$ cat src/rtl/core/efs_pkg.sv
`timescale 1ns / 1ps
// ----------------------------------------------------------------------------
// Earliest-free-server assigner package
// Shared widths, register indexes, reset values and the command and status
// bundles between the controller and the datapath.
// ----------------------------------------------------------------------------
package efs_pkg;

  localparam int SERVERS_DEF = 16;

  localparam int TIME_W    = 32;
  localparam int DUR_W     = 16;
  localparam int CNT_W     = 16;
  localparam int IDX_W     = 4;
  localparam int NUM_W     = 5;
  localparam int LIMIT_W   = 16;
  localparam int CFG_W     = 16;
  localparam int CFG_IDX_W = 1;

  localparam logic [CFG_IDX_W-1:0] CFG_NUM_SERVERS = 1'b0;
  localparam logic [CFG_IDX_W-1:0] CFG_WAIT_LIMIT  = 1'b1;

  localparam logic [NUM_W-1:0]   NUM_SERVERS_RST = 5'd1;
  localparam logic [LIMIT_W-1:0] WAIT_LIMIT_RST  = 16'd20;

  typedef struct packed {
    logic capture;
    logic rd_en;
    logic calc;
    logic commit;
  } efs_cmd_t;

  typedef struct packed {
    logic rd_last;
    logic out_free;
  } efs_sts_t;

endpackage

$ cat src/rtl/core/efs_ram.sv
`timescale 1ns / 1ps
// ----------------------------------------------------------------------------
// Generic RAM
// One write port and one read port with registered read data.
// ----------------------------------------------------------------------------
module efs_ram #(
  parameter int WIDTH = 32,
  parameter int DEPTH = 16,
  parameter int AW    = (DEPTH > 1) ? $clog2(DEPTH) : 1
) (
  input  logic             clk,
  input  logic             we,
  input  logic [AW-1:0]    waddr,
  input  logic [WIDTH-1:0] wdata,
  input  logic             re,
  input  logic [AW-1:0]    raddr,
  output logic [WIDTH-1:0] rdata
);

  logic [WIDTH-1:0] mem [DEPTH];

  always_ff @(posedge clk) begin
    if (we) begin
      mem[waddr] <= wdata;
    end
    if (re) begin
      rdata <= mem[raddr];
    end
  end

endmodule

$ cat src/rtl/core/efs_datapath.sv
`timescale 1ns / 1ps
// ----------------------------------------------------------------------------
// Earliest-free-server datapath
// Configuration registers, the server free-time memory with its valid bits,
// the minimum scan, the start and wait computation and the result register.
// ----------------------------------------------------------------------------
module efs_datapath
  import efs_pkg::*;
#(
  parameter int SERVERS = SERVERS_DEF
) (
  input  logic                 clk,
  input  logic                 rst,
  input  logic                 cfg_write,
  input  logic [CFG_IDX_W-1:0] cfg_index,
  input  logic [CFG_W-1:0]     cfg_data,
  input  logic                 new_run,
  input  logic [TIME_W-1:0]    arrival_time,
  input  logic [DUR_W-1:0]     job_duration,
  input  logic                 out_stall,
  output logic                 out_valid,
  output logic [IDX_W-1:0]     server_index,
  output logic [TIME_W-1:0]    start_time,
  output logic                 long_wait,
  output logic [CNT_W-1:0]     long_wait_count,
  input  efs_cmd_t             cmd,
  output efs_sts_t             sts
);

  localparam int IW = (SERVERS > 1) ? $clog2(SERVERS) : 1;
  localparam int NW = ($clog2(SERVERS + 1) > NUM_W) ? $clog2(SERVERS + 1) : NUM_W;

  logic [NUM_W-1:0]   num_servers;
  logic [LIMIT_W-1:0] wait_limit;
  logic [TIME_W-1:0]  arrival;
  logic [DUR_W-1:0]   duration;
  logic [CNT_W-1:0]   wait_counter;
  logic [SERVERS-1:0] valid;
  logic [IW-1:0]      rd_idx;
  logic [IW-1:0]      cmp_idx;
  logic               cmp_valid;
  logic               cmp_hit;
  logic [TIME_W-1:0]  best;
  logic [IW-1:0]      best_idx;
  logic [TIME_W-1:0]  start;
  logic [TIME_W-1:0]  rdata;
  logic [TIME_W-1:0]  cand;
  logic [NW-1:0]      num_ext;
  logic [NW-1:0]      active;
  logic [NW-1:0]      last_idx;
  logic [TIME_W-1:0]  wait_time;
  logic               is_long;
  logic [TIME_W:0]    finish_sum;
  logic [TIME_W-1:0]  finish;
  logic [CNT_W-1:0]   counter_next;

  efs_ram #(
    .WIDTH (TIME_W),
    .DEPTH (SERVERS),
    .AW    (IW)
  ) u_free_time (
    .clk   (clk),
    .we    (cmd.commit),
    .waddr (best_idx),
    .wdata (finish),
    .re    (cmd.rd_en),
    .raddr (rd_idx),
    .rdata (rdata)
  );

  always_comb begin
    num_ext = NW'(num_servers);
    if (num_ext == '0) begin
      active = NW'(1);
    end else if (num_ext > NW'(SERVERS)) begin
      active = NW'(SERVERS);
    end else begin
      active = num_ext;
    end
    last_idx = active - NW'(1);
    sts.rd_last = (NW'(rd_idx) == last_idx);
    sts.out_free = !out_valid || !out_stall;

    cand = cmp_hit ? rdata : '0;

    wait_time = start - arrival;
    is_long = wait_time > TIME_W'(wait_limit);
    finish_sum = {1'b0, start} + (TIME_W + 1)'(duration);
    finish = finish_sum[TIME_W] ? '1 : finish_sum[TIME_W-1:0];
    counter_next = wait_counter;
    if (is_long && (wait_counter != '1)) begin
      counter_next = wait_counter + CNT_W'(1);
    end
  end

  always_ff @(posedge clk) begin
    if (rst) begin
      num_servers <= NUM_SERVERS_RST;
      wait_limit <= WAIT_LIMIT_RST;
      wait_counter <= '0;
      valid <= '0;
      cmp_valid <= 1'b0;
      out_valid <= 1'b0;
    end else begin
      if (cfg_write) begin
        unique case (cfg_index)
          CFG_NUM_SERVERS: num_servers <= cfg_data[NUM_W-1:0];
          CFG_WAIT_LIMIT:  wait_limit <= cfg_data[LIMIT_W-1:0];
          default: ;
        endcase
      end
      cmp_valid <= cmd.rd_en;
      if (cmd.capture && new_run) begin
        valid <= '0;
        wait_counter <= '0;
      end
      if (cmd.commit) begin
        valid[best_idx] <= 1'b1;
        wait_counter <= counter_next;
        out_valid <= 1'b1;
      end else if (!out_stall) begin
        out_valid <= 1'b0;
      end
    end
  end

  always_ff @(posedge clk) begin
    if (cmd.capture) begin
      arrival <= arrival_time;
      duration <= job_duration;
      rd_idx <= '0;
    end else if (cmd.rd_en) begin
      rd_idx <= rd_idx + IW'(1);
    end
    if (cmd.rd_en) begin
      cmp_idx <= rd_idx;
      cmp_hit <= valid[rd_idx];
    end
    if (cmp_valid && ((cmp_idx == '0) || (cand < best))) begin
      best <= cand;
      best_idx <= cmp_idx;
    end
    if (cmd.calc) begin
      start <= (best > arrival) ? best : arrival;
    end
    if (cmd.commit) begin
      server_index <= IDX_W'(best_idx);
      start_time <= start;
      long_wait <= is_long;
      long_wait_count <= counter_next;
    end
  end

endmodule

$ cat src/rtl/core/efs_ctrl.sv
`timescale 1ns / 1ps
// ----------------------------------------------------------------------------
// Earliest-free-server controller
// Steps each item through capture, memory scan, start computation and commit.
// ----------------------------------------------------------------------------
module efs_ctrl
  import efs_pkg::*;
(
  input  logic     clk,
  input  logic     rst,
  input  logic     in_valid,
  output logic     in_stall,
  output efs_cmd_t cmd,
  input  efs_sts_t sts
);

  typedef enum logic [2:0] {
    S_IDLE,
    S_SCAN,
    S_DRAIN,
    S_CALC,
    S_COMMIT
  } state_t;

  state_t state;

  always_comb begin
    in_stall = (state != S_IDLE);
    cmd.capture = (state == S_IDLE) && in_valid;
    cmd.rd_en = (state == S_SCAN);
    cmd.calc = (state == S_CALC);
    cmd.commit = (state == S_COMMIT) && sts.out_free;
  end

  always_ff @(posedge clk) begin
    if (rst) begin
      state <= S_IDLE;
    end else begin
      unique case (state)
        S_IDLE: begin
          if (in_valid) begin
            state <= S_SCAN;
          end
        end
        S_SCAN: begin
          if (sts.rd_last) begin
            state <= S_DRAIN;
          end
        end
        S_DRAIN:  state <= S_CALC;
        S_CALC:   state <= S_COMMIT;
        S_COMMIT: begin
          if (sts.out_free) begin
            state <= S_IDLE;
          end
        end
        default:  state <= S_IDLE;
      endcase
    end
  end

endmodule

$ cat src/rtl/core/earliest_free_server_assigner.sv
`timescale 1ns / 1ps
// ----------------------------------------------------------------------------
// Earliest-free-server assigner
// Assigns each job to the server that frees up first and reports its start.
// ----------------------------------------------------------------------------
// Jobs enter on the input channel (in_valid, in_stall) with new_run,
// arrival_time and job_duration. Each job produces one item on the output
// channel (out_valid, out_stall) carrying server_index, start_time,
// long_wait and long_wait_count. The user writes configuration through
// cfg_write, cfg_index and cfg_data only with no job in flight (unchecked).
// The free times sit in a one-read, one-write memory that is scanned one
// server per cycle. After the scan come a drain step, the start computation
// and the commit; a new job is taken only once the block is back in idle.
// The result register lets the next job be accepted while a result waits;
// that job holds in its commit step until the receiver takes the earlier
// result. Reset clears all free times through the per-server valid bits,
// clears the long-wait count, sets num_servers to 1 and wait_limit to 20,
// and leaves the block ready for its first job in the next cycle.
// ----------------------------------------------------------------------------
module earliest_free_server_assigner
  import efs_pkg::*;
#(
  parameter int SERVERS = SERVERS_DEF
) (
  input  logic                 clk,
  input  logic                 rst,
  input  logic                 cfg_write,
  input  logic [CFG_IDX_W-1:0] cfg_index,
  input  logic [CFG_W-1:0]     cfg_data,
  input  logic                 in_valid,
  output logic                 in_stall,
  input  logic                 new_run,
  input  logic [TIME_W-1:0]    arrival_time,
  input  logic [DUR_W-1:0]     job_duration,
  output logic                 out_valid,
  input  logic                 out_stall,
  output logic [IDX_W-1:0]     server_index,
  output logic [TIME_W-1:0]    start_time,
  output logic                 long_wait,
  output logic [CNT_W-1:0]     long_wait_count
);

  efs_cmd_t cmd;
  efs_sts_t sts;

  efs_ctrl u_ctrl (
    .clk      (clk),
    .rst      (rst),
    .in_valid (in_valid),
    .in_stall (in_stall),
    .cmd      (cmd),
    .sts      (sts)
  );

  efs_datapath #(
    .SERVERS (SERVERS)
  ) u_datapath (
    .clk             (clk),
    .rst             (rst),
    .cfg_write       (cfg_write),
    .cfg_index       (cfg_index),
    .cfg_data        (cfg_data),
    .new_run         (new_run),
    .arrival_time    (arrival_time),
    .job_duration    (job_duration),
    .out_stall       (out_stall),
    .out_valid       (out_valid),
    .server_index    (server_index),
    .start_time      (start_time),
    .long_wait       (long_wait),
    .long_wait_count (long_wait_count),
    .cmd             (cmd),
    .sts             (sts)
  );

endmodule

$ cat config.mk
export PLATFORM = sky130hd
export DESIGN_NAME = earliest_free_server_assigner
export DESIGN_NICKNAME = d
export VERILOG_FILES = /design/src/rtl/core/efs_pkg.sv /design/src/rtl/core/efs_ram.sv /design/src/rtl/core/efs_datapath.sv /design/src/rtl/core/efs_ctrl.sv /design/src/rtl/core/earliest_free_server_assigner.sv
export SDC_FILE = /design/constraint.sdc
export NUM_CORES = 1
export LEC_CHECK = 0
export ABC_AREA = 1
export BUFFER_PORTS_ARGS = -buffer_cell sky130_fd_sc_hd__buf_4
export CAP_MARGIN = 20
export CORE_AREA = 2 2 255 257
export CTS_CLUSTER_DIAMETER = 40
export DETAILED_ROUTE_END_ITERATION = 7
export DIE_AREA = 0 0 257 259
export HOLD_SLACK_MARGIN = 0.05
export PLACE_DENSITY_LB_ADDON = 0.25
export SETUP_SLACK_MARGIN = 0.2
export SLEW_MARGIN = 40
export SYNTH_ARGS = -nofsm -noshare
export SYNTH_HDL_FRONTEND = slang
export SYNTH_SLANG_ARGS = --single-unit
$ cat constraint.sdc
create_clock -name clk -period 4.6 [get_ports clk]
set_input_delay 1.15 -clock clk [delete_from_list [all_inputs] [get_ports clk]]
set_output_delay 1.15 -clock clk [all_outputs]
set_load 0.005 [all_outputs]
==> qor.csv <==
metric;value;unit
outcome;complete, no violations;
ff2ff_path_depth;22;
drv_slew;0;
ant_nets;0;
drt_pass1_iterations;6;
path_common_cell;nand3_1;
reg2reg_from;u_datapath.arrival[0];
path_cells;ha_1 -> fa_1 -> inv_1 -> nand3_1 -> nand3_1 -> nand3_1 -> nand3_1 -> xor2_1 -> ha_1 -> nand2_1 -> nor3_1 -> nand3_1 -> nand2_1 -> nand3_1 -> nor2_1 -> nand2_1 -> nor2_1 -> nand2_1 -> buf_4 -> nand3_1 -> nand2_1 -> and2_1;
yosysSeqAreaShare;0.646;
arrival;4.34;ns
finalSetupTns;0;ns
fin_crit;3.93;ns
irDropWorstVdd;0.581;mV
dpl.hpwl;59100;um
rsz0062_at_grt;no;
cts_root_buffer;clkbuf_16;
io_pins;126;
multiInputGateArea;10800;sq um
endpoint_kind;flop;
async_flop_share;0;
cts_tree;done;
synth_cells;3249;
fmaxAchievable;255;MHz
startpoint_type;flop;
post_cts_buffers;0;
setup-violations-final;0;
port_buffers;125;
drt_iter0_drc;3084;
grt_max_degree;158;
synth_cell_types;51;
grt_pass1_wl;146000;um
clock_latency;0.67;ns
slowest_stage;edfxtp_1;
worst-path-stages;22;
die-area;66600;sq um
synth-seq-cells;780;
power.leakage;15.9;nW
numCtsBuffers;104;
core;63900;sq um
nNetsFinal;3606;
antenna_found_initial;1;
ys_warn_count;0;
critPathTopFamily;simple AND/OR/NAND/NOR gates;
report.power.total;22.1;mW
postCtsHoldBufs;0;
drt-total-wl;96600;um
postSynthAreaPerCell;10.9;sq um
r2r-end;u_datapath.long_wait_count[11];
critical_path_class;flop to flop;
die_x;257;um
cts_sinks;780;
first_global_vias;25300;
slew_headroom;0.431;
cts_buffer_depth;3;
layout-area-overhead-vs-synth;16.3;%
synth_fp_nets;3451;
nFillCells;4765;
critPathRequiredTime;5.01;ns
synth-main-ff-cell;edfxtp_1;
cp_num_buf_inv;2;
rows;93;
fin_skew;0.0273;ns
track_usage;0.287;
whs;0.445;ns
crit_path_end;u_datapath.long_wait_count[11];
start_util;0.553;
register_area;22800;sq um
synth_area;35300;sq um
wire_per_inst;22.2;um
cts-resized-gates;0;
power_density;538;nW/um^2
drc_errors;0;
overflow;0;
finalHoldViolCount;0;
drive_above_1_share;0.127;
max_stage_delay;0.42;ns
synth-edff-count;718;
die_h;259;um
max_slew.worst_pin.slew;0.853;ns
gp_congestion;0.965;
cp_max_fo;29;
min_period_over_period;0.854;
diodes;0;
clk_pin_slew;0.06;ns
vias;25800;
reg2reg_slack;0.67;ns
crit_start;u_datapath.arrival[0];
hp-class;flop to flop;
cap_violations;0;
cts.htree.levels;3;
viasPerCell;5.94;
[where the power goes]
part / internal [mW] / switching (mW)
clock: 4.86 / 3.25
combinational: 1.53 / 3.67
sequential: 8.45 / 0.329
total: 14.8 / 7.26
[how the worst min path moves through the flow]
stage | slack (ns) | startpoint | cells past startpoint | to
floorplan | 0.41 | u_datapath.rd_idx[2] | 0 | u_datapath.cmp_idx[2]
detailed placement | 0.44 | u_datapath.cmp_idx[2] | 0 | u_datapath.best_idx[2]
finish | 0.44 | u_datapath.cmp_idx[2] | 0 | u_datapath.best_idx[2]
global route | 0.46 | u_datapath.cmp_idx[0] | 0 | u_datapath.best_idx[0]
global placement | 0.44 | u_datapath.cmp_idx[1] | 0 | u_datapath.best_idx[1]
CTS | 0.45 | u_datapath.cmp_idx[2] | 0 | u_datapath.best_idx[2]
[area by class of cell]
class / instances / share of cell area
flip-flops and latches: 780 / 0.556
repair buffers: 187 / 0.0363
clock buffers: 111 / 0.0651
inverters: 342 / 0.0316
multi-input cells: 1989 / 0.264
clock inverters: 84 / 0.0215
well taps: 855 / 0.0261
[registers in the layout, indices dropped and copies added, names as in the netlist, 32 cells and up]
name	count
u_datapath.start	32
u_datapath.u_free_time.mem	512
u_datapath.u_free_time.rdata	32
u_datapath.best	32
u_datapath.start_time	32
u_datapath.arrival	32
[synthesized netlist by cell type, types with 6 or more instances]
master | n | area (sq um)
edfxtp_1 | 718 | 21600
nand2_1 | 541 | 2030
nor2_1 | 388 | 1460
o21ai_0 | 336 | 1680
inv_1 | 334 | 1250
nand3_1 | 140 | 701
ha_1 | 129 | 1610
a21oi_1 | 124 | 621
clkbuf_1 | 118 | 443
o221ai_1 | 116 | 1020
dfxtp_1 | 62 | 1240
xor2_1 | 29 | 254
nand4_1 | 27 | 169
o211ai_1 | 25 | 188
nor3_1 | 20 | 100
o22ai_1 | 18 | 113
and2_1 | 14 | 87.6
or2_2 | 10 | 62.6
buf_1 | 9 | 33.8
nand2_2 | 8 | 50.1
buf_2 | 7 | 35.0
inv_2 | 6 | 22.5
nor3_2 | 6 | 60.1
nor4_1 | 6 | 37.5
[per-stage QoR]
step                      cells  setup slack (ns)  utilization  area (sq um)
after detailed placement   4153             0.677        0.587         37500
after global routing       4348             0.262        0.643         41100
final                      4348             0.673        0.643         41100
after global placement     4153             0.779        0.587         37500
after CTS                  4348             0.642        0.642         41000
after floorplan            3249             0.310            -         35300
[kinds of logic (layout without fill, tap and decap cells)]
logic type | Yosys count | after routing | share of synthesized area
compound gates | 645 | 645 | 0.108
xor+xnor | 34 | 34 | 0.00843
fa+ha+maj | 131 | 131 | 0.0468
buf+inv | 480 | 724 | 0.0520
flops | 780 | 780 | 0.646
simple gates | 1179 | 1179 | 0.139
[layout by cell type (no fill, tap or decap), types with 14 or more instances in the layout]
cell and instances:
edfxtp_1 718, nand2_1 540, nor2_1 371, o21ai_0 336, inv_1 330, buf_4 178, nand3_1 139, ha_1 129
a21oi_1 124, o221ai_1 116, clkbuf_16 106, dfxtp_1 58, xor2_1 29, nand4_1 27, o211ai_1 25, nor2_4 19
nor3_1 18, o22ai_1 18, clkinv_2 15, and2_1 14, clkinv_4 14
[routing by layer]
metal | vias up | wire (um) | GRT usage
met3 | 229 | 8300 | 0.0463
met5 | - | 0 | 0
li1 | 11800 | - | -
met4 | 0 | 3490 | 0.124
met1 | 12500 | 38600 | 0.383
met2 | 1288 | 46200 | 0.470
No activity file was read; power rests on OpenSTA's default activity.
